File: src/rtl/core/assert_macros.svh
// Assertion helpers shared by the RTL.
`ifndef ASSERT_MACROS_SVH
`define ASSERT_MACROS_SVH
`ifndef NO_ASSERTIONS
// Checks an implication on every rising clock edge outside reset.
`define ASSERT_CLK(label, clk, rst, prop, msg) \
   label: assert property (@(posedge clk) disable iff (rst) (prop)) else $error(msg);
// Checks an implication on every rising clock edge, reset included.
`define ASSERT_ALWAYS(label, clk, prop, msg) \
   label: assert property (@(posedge clk) (prop)) else $error(msg);
`else
`define ASSERT_CLK(label, clk, rst, prop, msg)
`define ASSERT_ALWAYS(label, clk, prop, msg)
`endif
`endif

File: src/rtl/core/aes_pkg.sv
package aes_pkg;

   typedef struct packed {
      logic [63:0] block_high;
      logic [63:0] block_low;
      logic [63:0] iv_high;
      logic [63:0] iv_low;
      logic        first_of_message;
      logic [4:0]  valid_bytes;
   } req_type;

   typedef struct packed {
      logic [63:0] result_high;
      logic [63:0] result_low;
      logic        status;
   } rsp_type;

   // Register indexes of the configuration port.
   localparam logic [2:0] REG_KEY_WORD0  = 3'd0;
   localparam logic [2:0] REG_KEY_WORD1  = 3'd1;
   localparam logic [2:0] REG_KEY_WORD2  = 3'd2;
   localparam logic [2:0] REG_KEY_WORD3  = 3'd3;
   localparam logic [2:0] REG_KEY_SIZE   = 3'd4;
   localparam logic [2:0] REG_DIRECTION  = 3'd5;
   localparam logic [2:0] REG_CHAIN_MODE = 3'd6;

   localparam logic [1:0] MODE_ECB = 2'd0;
   localparam logic [1:0] MODE_CBC = 2'd1;
   localparam logic [1:0] MODE_CTR = 2'd2;

   localparam int NUM_ROUND_KEYS = 15;
   localparam int RK_IDX_W = 4;

   // Command from the sequencer to the round unit.
   typedef struct packed {
      logic          load;     // load state with key added
      logic          round;    // run one round
      logic          last;     // final round (no column mixing)
      logic          encrypt;
   } rnd_ctl_type;

   localparam logic [7:0] SBOX [256] = '{
      8'h63,8'h7c,8'h77,8'h7b,8'hf2,8'h6b,8'h6f,8'hc5,8'h30,8'h01,8'h67,8'h2b,8'hfe,8'hd7,8'hab,8'h76,
      8'hca,8'h82,8'hc9,8'h7d,8'hfa,8'h59,8'h47,8'hf0,8'had,8'hd4,8'ha2,8'haf,8'h9c,8'ha4,8'h72,8'hc0,
      8'hb7,8'hfd,8'h93,8'h26,8'h36,8'h3f,8'hf7,8'hcc,8'h34,8'ha5,8'he5,8'hf1,8'h71,8'hd8,8'h31,8'h15,
      8'h04,8'hc7,8'h23,8'hc3,8'h18,8'h96,8'h05,8'h9a,8'h07,8'h12,8'h80,8'he2,8'heb,8'h27,8'hb2,8'h75,
      8'h09,8'h83,8'h2c,8'h1a,8'h1b,8'h6e,8'h5a,8'ha0,8'h52,8'h3b,8'hd6,8'hb3,8'h29,8'he3,8'h2f,8'h84,
      8'h53,8'hd1,8'h00,8'hed,8'h20,8'hfc,8'hb1,8'h5b,8'h6a,8'hcb,8'hbe,8'h39,8'h4a,8'h4c,8'h58,8'hcf,
      8'hd0,8'hef,8'haa,8'hfb,8'h43,8'h4d,8'h33,8'h85,8'h45,8'hf9,8'h02,8'h7f,8'h50,8'h3c,8'h9f,8'ha8,
      8'h51,8'ha3,8'h40,8'h8f,8'h92,8'h9d,8'h38,8'hf5,8'hbc,8'hb6,8'hda,8'h21,8'h10,8'hff,8'hf3,8'hd2,
      8'hcd,8'h0c,8'h13,8'hec,8'h5f,8'h97,8'h44,8'h17,8'hc4,8'ha7,8'h7e,8'h3d,8'h64,8'h5d,8'h19,8'h73,
      8'h60,8'h81,8'h4f,8'hdc,8'h22,8'h2a,8'h90,8'h88,8'h46,8'hee,8'hb8,8'h14,8'hde,8'h5e,8'h0b,8'hdb,
      8'he0,8'h32,8'h3a,8'h0a,8'h49,8'h06,8'h24,8'h5c,8'hc2,8'hd3,8'hac,8'h62,8'h91,8'h95,8'he4,8'h79,
      8'he7,8'hc8,8'h37,8'h6d,8'h8d,8'hd5,8'h4e,8'ha9,8'h6c,8'h56,8'hf4,8'hea,8'h65,8'h7a,8'hae,8'h08,
      8'hba,8'h78,8'h25,8'h2e,8'h1c,8'ha6,8'hb4,8'hc6,8'he8,8'hdd,8'h74,8'h1f,8'h4b,8'hbd,8'h8b,8'h8a,
      8'h70,8'h3e,8'hb5,8'h66,8'h48,8'h03,8'hf6,8'h0e,8'h61,8'h35,8'h57,8'hb9,8'h86,8'hc1,8'h1d,8'h9e,
      8'he1,8'hf8,8'h98,8'h11,8'h69,8'hd9,8'h8e,8'h94,8'h9b,8'h1e,8'h87,8'he9,8'hce,8'h55,8'h28,8'hdf,
      8'h8c,8'ha1,8'h89,8'h0d,8'hbf,8'he6,8'h42,8'h68,8'h41,8'h99,8'h2d,8'h0f,8'hb0,8'h54,8'hbb,8'h16};

   localparam logic [7:0] INV_SBOX [256] = '{
      8'h52,8'h09,8'h6a,8'hd5,8'h30,8'h36,8'ha5,8'h38,8'hbf,8'h40,8'ha3,8'h9e,8'h81,8'hf3,8'hd7,8'hfb,
      8'h7c,8'he3,8'h39,8'h82,8'h9b,8'h2f,8'hff,8'h87,8'h34,8'h8e,8'h43,8'h44,8'hc4,8'hde,8'he9,8'hcb,
      8'h54,8'h7b,8'h94,8'h32,8'ha6,8'hc2,8'h23,8'h3d,8'hee,8'h4c,8'h95,8'h0b,8'h42,8'hfa,8'hc3,8'h4e,
      8'h08,8'h2e,8'ha1,8'h66,8'h28,8'hd9,8'h24,8'hb2,8'h76,8'h5b,8'ha2,8'h49,8'h6d,8'h8b,8'hd1,8'h25,
      8'h72,8'hf8,8'hf6,8'h64,8'h86,8'h68,8'h98,8'h16,8'hd4,8'ha4,8'h5c,8'hcc,8'h5d,8'h65,8'hb6,8'h92,
      8'h6c,8'h70,8'h48,8'h50,8'hfd,8'hed,8'hb9,8'hda,8'h5e,8'h15,8'h46,8'h57,8'ha7,8'h8d,8'h9d,8'h84,
      8'h90,8'hd8,8'hab,8'h00,8'h8c,8'hbc,8'hd3,8'h0a,8'hf7,8'he4,8'h58,8'h05,8'hb8,8'hb3,8'h45,8'h06,
      8'hd0,8'h2c,8'h1e,8'h8f,8'hca,8'h3f,8'h0f,8'h02,8'hc1,8'haf,8'hbd,8'h03,8'h01,8'h13,8'h8a,8'h6b,
      8'h3a,8'h91,8'h11,8'h41,8'h4f,8'h67,8'hdc,8'hea,8'h97,8'hf2,8'hcf,8'hce,8'hf0,8'hb4,8'he6,8'h73,
      8'h96,8'hac,8'h74,8'h22,8'he7,8'had,8'h35,8'h85,8'he2,8'hf9,8'h37,8'he8,8'h1c,8'h75,8'hdf,8'h6e,
      8'h47,8'hf1,8'h1a,8'h71,8'h1d,8'h29,8'hc5,8'h89,8'h6f,8'hb7,8'h62,8'h0e,8'haa,8'h18,8'hbe,8'h1b,
      8'hfc,8'h56,8'h3e,8'h4b,8'hc6,8'hd2,8'h79,8'h20,8'h9a,8'hdb,8'hc0,8'hfe,8'h78,8'hcd,8'h5a,8'hf4,
      8'h1f,8'hdd,8'ha8,8'h33,8'h88,8'h07,8'hc7,8'h31,8'hb1,8'h12,8'h10,8'h59,8'h27,8'h80,8'hec,8'h5f,
      8'h60,8'h51,8'h7f,8'ha9,8'h19,8'hb5,8'h4a,8'h0d,8'h2d,8'he5,8'h7a,8'h9f,8'h93,8'hc9,8'h9c,8'hef,
      8'ha0,8'he0,8'h3b,8'h4d,8'hae,8'h2a,8'hf5,8'hb0,8'hc8,8'heb,8'hbb,8'h3c,8'h83,8'h53,8'h99,8'h61,
      8'h17,8'h2b,8'h04,8'h7e,8'hba,8'h77,8'hd6,8'h26,8'he1,8'h69,8'h14,8'h63,8'h55,8'h21,8'h0c,8'h7d};

   // Multiply by x in GF(2^8).
   function automatic logic [7:0] xtime(input logic [7:0] a);
      xtime = {a[6:0], 1'b0} ^ (a[7] ? 8'h1b : 8'h00);
   endfunction

   // Forward column mix of one 32-bit column, byte 0 in the high bits.
   function automatic logic [31:0] mix_fwd(input logic [31:0] col);
      logic [7:0] a0, a1, a2, a3;
      a0 = col[31:24]; a1 = col[23:16]; a2 = col[15:8]; a3 = col[7:0];
      mix_fwd = {xtime(a0) ^ xtime(a1) ^ a1 ^ a2 ^ a3,
                 a0 ^ xtime(a1) ^ xtime(a2) ^ a2 ^ a3,
                 a0 ^ a1 ^ xtime(a2) ^ xtime(a3) ^ a3,
                 xtime(a0) ^ a0 ^ a1 ^ a2 ^ xtime(a3)};
   endfunction

   // Inverse column mix: a preprocessing step followed by the forward mix.
   function automatic logic [31:0] mix_inv(input logic [31:0] col);
      logic [7:0] a0, a1, a2, a3, u, v;
      a0 = col[31:24]; a1 = col[23:16]; a2 = col[15:8]; a3 = col[7:0];
      u = xtime(xtime(a0 ^ a2));
      v = xtime(xtime(a1 ^ a3));
      mix_inv = mix_fwd({a0 ^ u, a1 ^ v, a2 ^ u, a3 ^ v});
   endfunction

   // Byte substitution of one 32-bit word.
   function automatic logic [31:0] sub_word(input logic [31:0] w);
      sub_word = {SBOX[w[31:24]], SBOX[w[23:16]], SBOX[w[15:8]], SBOX[w[7:0]]};
   endfunction

endpackage

File: src/rtl/core/aes_key_exp.sv
module aes_key_exp (
   input  logic         clock,
   input  logic         reset,
   input  logic         start,
   input  logic [255:0] key,
   input  logic [1:0]   key_size,
   input  logic [3:0]   rd_index,
   output logic [127:0] rd_key,
   output logic         busy
);

   // Key words are produced one per cycle; four make one round key.
   typedef enum logic [1:0] {KX_IDLE, KX_RUN} kx_state_type;

   kx_state_type state_ff, state_in;
   logic [5:0]   word_ff, word_in;
   logic [3:0]   nk_cnt_ff, nk_cnt_in;
   logic [7:0]   rcon_ff, rcon_in;
   logic [31:0]  win_ff [8];
   logic [31:0]  win_in [8];
   logic [127:0] pend_ff, pend_in;
   logic [127:0] round_keys [aes_pkg::NUM_ROUND_KEYS];
   logic [127:0] rd_key_ff;
   logic [3:0]   nk;
   logic [2:0]   nk_top;
   logic [5:0]   total_words;
   logic [31:0]  new_word;
   logic [31:0]  tmp;
   logic         wr_en;

   assign nk = 4'd4 + {1'b0, key_size, 1'b0};
   assign nk_top = 3'(nk - 4'd1);
   // Four words per round key over Nr + 1 keys, Nr = nk + 6.
   assign total_words = {nk, 2'b00} + 6'd28;

   // Next schedule word from the sliding window of the last nk words.
   always_comb begin
      tmp = win_ff[nk_top];
      if (nk_cnt_ff == 4'd0) begin
         tmp = aes_pkg::sub_word({tmp[23:0], tmp[31:24]}) ^ {rcon_ff, 24'h0};
      end else if (nk == 4'd8 && nk_cnt_ff == 4'd4) begin
         tmp = aes_pkg::sub_word(tmp);
      end
      new_word = win_ff[0] ^ tmp;
   end

   always_comb begin
      state_in  = state_ff;
      word_in   = word_ff;
      nk_cnt_in = nk_cnt_ff;
      rcon_in   = rcon_ff;
      pend_in   = pend_ff;
      wr_en     = 1'b0;
      for (int i = 0; i < 8; i++) begin
         win_in[i] = win_ff[i];
      end
      unique case (state_ff)
         KX_IDLE: begin
            if (start) begin
               state_in  = KX_RUN;
               for (int i = 0; i < 8; i++) begin
                  win_in[i] = key[255 - 32 * i -: 32];
               end
               word_in   = 6'd0;
               nk_cnt_in = 4'd0;
               rcon_in   = 8'h01;
            end
         end
         KX_RUN: begin
            // The first nk words come straight from the key.
            if (word_ff < {2'b00, nk}) begin
               pend_in = {pend_ff[95:0], win_ff[word_ff[2:0]]};
            end else begin
               pend_in = {pend_ff[95:0], new_word};
               for (int i = 0; i < 7; i++) begin
                  win_in[i] = win_ff[i + 1];
               end
               win_in[nk_top] = new_word;
               if (nk_cnt_ff == nk - 4'd1) begin
                  nk_cnt_in = 4'd0;
               end else begin
                  nk_cnt_in = nk_cnt_ff + 4'd1;
               end
               if (nk_cnt_ff == 4'd0) begin
                  rcon_in = aes_pkg::xtime(rcon_ff);
               end
            end
            wr_en   = (word_ff[1:0] == 2'd3);
            word_in = word_ff + 6'd1;
            if (word_ff == total_words - 6'd1) begin
               state_in = KX_IDLE;
            end
         end
         default: state_in = KX_IDLE;
      endcase
   end

   always_ff @(posedge clock) begin
      if (reset) begin
         state_ff <= KX_IDLE;
      end else begin
         state_ff <= state_in;
      end
      word_ff   <= word_in;
      nk_cnt_ff <= nk_cnt_in;
      rcon_ff   <= rcon_in;
      pend_ff   <= pend_in;
      for (int i = 0; i < 8; i++) begin
         win_ff[i] <= win_in[i];
      end
   end

   // Round key store, one write port and one registered read port.
   always_ff @(posedge clock) begin
      if (wr_en) begin
         round_keys[word_ff[5:2]] <= pend_in;
      end
      rd_key_ff <= round_keys[rd_index];
   end

   assign rd_key = rd_key_ff;
   assign busy   = (state_ff != KX_IDLE) || start;

endmodule

File: config.mk
export PLATFORM = sky130hd
export DESIGN_NAME = aes_key_exp
export DESIGN_NICKNAME = d
export VERILOG_FILES = /design/src/rtl/core/assert_macros.svh /design/src/rtl/core/aes_pkg.sv /design/src/rtl/core/aes_key_exp.sv
export SDC_FILE = /design/constraint.sdc
export NUM_CORES = 2
export LEC_CHECK = 0
export ABC_AREA = 0
export BUFFER_PORTS_ARGS = -buffer_cell sky130_fd_sc_hd__buf_4
export CAP_MARGIN = 20
export CORE_MARGIN = 2
export CORE_UTILIZATION = 30
export DETAILED_ROUTE_END_ITERATION = 10
export HOLD_SLACK_MARGIN = 0.02
export PLACE_DENSITY = 0.46
export SETUP_SLACK_MARGIN = 0.5
export SLEW_MARGIN = 40
export SYNTH_ARGS = -nofsm -noshare
export SYNTH_HDL_FRONTEND = slang
export SYNTH_SLANG_ARGS = --single-unit
File: constraint.sdc
create_clock -name clock -period 13.7 [get_ports clock]
set_input_delay 2.055 -clock clock [delete_from_list [all_inputs] [get_ports clock]]
set_output_delay 2.055 -clock clock [all_outputs]
set_load 0.05 [all_outputs]
==> summary.md <==
| Metric | Value |
|---|---|
| Status | `finished clean` |
| Register area share after synthesis | `64.10%` |
| Static leakage | `42.41 nW` |
| Largest net degree at the start of global routing | `116` |
| Top-count cell post-synth | `edfxtp_1` |
| Row cnt | `223` |
| Clk_lat worst skew | `0.90 ns` |
| Maximum VDD drop | `0.00009269 V` |
| CTS tree | `yes` |
| RSZ-0062 raised after global routing | `false` |
| Wirelength per Cell | `32.81 um` |
| Primary FF master, synth | `edfxtp_1` |
| Crit path max fanout | `26` |
| Post-synth ARST share | `0%` |
| Area of the multi-input gates | `37,310 um^2` |
| H-tree levels | `5` |
| Final worst slack | `4.438 ns` |
| Unique masters post-synth | `119` |
| CTS Sinks | `2,454` |
| Register Area | `71,100 um^2` |
| Reg clk slew, reported paths | `0.06 ns` |
| Max frequency | `108.0 MHz` |
| Clock root cell | `clkbuf_16` |
| Initial DRC count | `8,084` |
| Worst Path Required | `14.23 ns` |
| Setup crit end kind | `register` |
| Post-CTS Setup Bufs | `0` |
| DR vias | `69,930` |
| Synth Net Count | `7,354` |
| Startpoint types | `input pin` |
| Rel. slew slack | `32.49%` |
| Worst EP arrival | `9.79 ns` |
| GRT overflow | `0` |
| Die width | `612.0 um` |
| Total CTS buffers | `283` |
| Die height | `612.0 um` |
| Routed WL | `410,100 um` |
| First-pass GRT wire length | `567,800 um` |
| Worst Skew | `0.05160 ns` |
| Clock tree buffer depth | `4` |
| Layout cells sized above 1 | `26.73%` |
| Hold Path Class | `register to register` |
| Antenna violations before repair | `26` |
| Area delta synth->final | `16.43%` |
| Die area | `374,500 um^2` |
| I/O Buffers | `393` |
| Hold-fix buffers, CTS | `0` |
| Mapped Cells | `7,022` |
| Average size of a mapped cell | `15.79 um^2` |
| Post-route minimum period | `9.262 ns` |
| DRC | `0` |
| Least-Margin Pin Slew | `1.010 ns` |
| Post-synth EDFFs | `2,194` |
| Leading post-synthesis cells by instance count | `edfxtp_1, mux4_2, nand2_1` |
| Final TNS setup | `0 ns` |
| Routability cong. | `0.9731` |
| Yosys reg bits | `2,454` |
| Endpoints failing setup | `0` |
| Post-DP HPWL | `259,700 um` |
| Crit Path Category | `input pin to register` |
| Synth area leader | `edfxtp_1` |
| Ys Warns | `0` |
| Max Cap Viol | `0` |
| Cell Area, Synth | `110,900 um^2` |
| Synth top area share | `59.41%` |
| Pwr/cell area | `174.4 nW/um^2` |
| ANT nets after route | `0` |
| Synth area leaders | `edfxtp_1, mux4_2, dfxtp_1` |
| Vias per Instance | `5.596` |
| Post-cts sizing count | `0` |
| Slew Viols, Final | `0` |
| Core box area | `368,600 um^2` |
| Crit share post-route | `67.61%` |
| Pre-CTS setup slack | `3.570 ns` |
| Initial Utilization | `30.09%` |
| I/O pin total | `394` |
| Number of global-route vias before repair | `69,560` |
| Gr usage total | `21.30%` |
| Final Hold Fails | `0` |
| Filler cell count | `35,190` |
| Layout Nets | `7,631` |
| 1st-pass router iterations | `6` |
[per-stage QoR]
step	utilization, %	hold WS, ns	cell area, um^2	instances	power (mW)
2_1_floorplan	-	0.4876	110900	7022	12.77
3_3_place_gp	32.32	0.5303	119100	11950	15.04
3_5_place_dp	32.45	0.5355	119600	11960	15.05
4_1_cts	34.97	0.5425	128900	12480	22.60
5_1_grt	35.03	0.5806	129100	12490	23.26
6_report	35.03	0.5588	129100	12500	22.52
[cell families after synthesis]
kind of cell             count (synthesis)  synth area share, %
flip-flops                            2454                64.10
AO/OA/AOI/OAI                         1414                8.993
AND/OR/NAND/NOR                       1195                5.311
multiplexers                          1179                17.75
buffers and inverters                  653                2.580
adder cells (fa/ha/maj)                 67               0.7559
XOR/XNOR                                60               0.5010
[worst paths after layout]
path,start,endpoint,slack (ns),cells past startpoint
min,win_ff[2][2],win_ff[1][2],0.56,2
max reg2reg,win_ff[5][24],round_keys[5][29],7.20,13
max,key_size[0],round_keys[13][13],4.44,16
min reg2reg,win_ff[2][2],win_ff[1][2],0.56,2
[sequential cells by signal (all words and copies together) (netlist names), named ones only]
signal,flops
rcon_ff,8
pend_ff,128
word_ff,6
nk_cnt_ff,4
state_ff,1
round_keys,1920
win_ff,256
rd_key,128
[layout by cell type, fill, tap and decap left out, types with 80 or more instances in the layout]
| cell | count |
|---|---|
| nor3_1 | 80 |
| nand3_1 | 135 |
| dfxtp_1 | 256 |
| a21oi_1 | 224 |
| nand2b_1 | 95 |
| mux2i_1 | 294 |
| edfxtp_1 | 2194 |
| clkbuf_16 | 288 |
| mux2_2 | 272 |
| nor2_1 | 197 |
| mux4_2 | 598 |
| nand2_1 | 362 |
| clkbuf_1 | 87 |
| buf_4 | 522 |
| o21ai_0 | 300 |
[power breakdown]
| part | total, mW | switching, mW | internal, mW |
|---|---|---|---|
| combinational | 5.21 | 3.71 | 1.50 |
| clock | 7.50 | 3.11 | 4.39 |
| sequential | 9.82 | 0.466 | 9.35 |
[critical path: stages]
cell	delay, ns
buf_4	0.24
clkinv_1	0.48
ha_4	0.92
buf_4	0.45
mux4_2	0.81
inv_1	0.34
ha_1	0.60
clkinv_1	0.52
nand2_1	0.58
nand3_1	0.13
a311oi_1	0.59
nor4_1	0.15
o31ai_1	0.47
a21oi_1	0.15
nor3b_1	0.84
o2bb2ai_2	0.37
[layout make-up]
| class | instances | area share (%) |
|---|---|---|
| clock inverter | 109 | 0.9313 |
| sequential | 2454 | 55.07 |
| antenna | 10 | 0.01938 |
| tap | 4950 | 4.797 |
| multi-input combinational | 3915 | 28.90 |
| timing repair buffer | 587 | 3.846 |
| inverter | 58 | 0.1812 |
| clock buffer | 415 | 6.261 |
[per-layer routing]
metal	vias up	track usage, %	wire length (um)
li1	29080	-	-
met1	37100	29.26	175600
met2	3120	34.63	194100
met3	629	2.961	25060
met4	6	7.051	15270
met5	-	0	39
(Power assumes the default switching activity.)
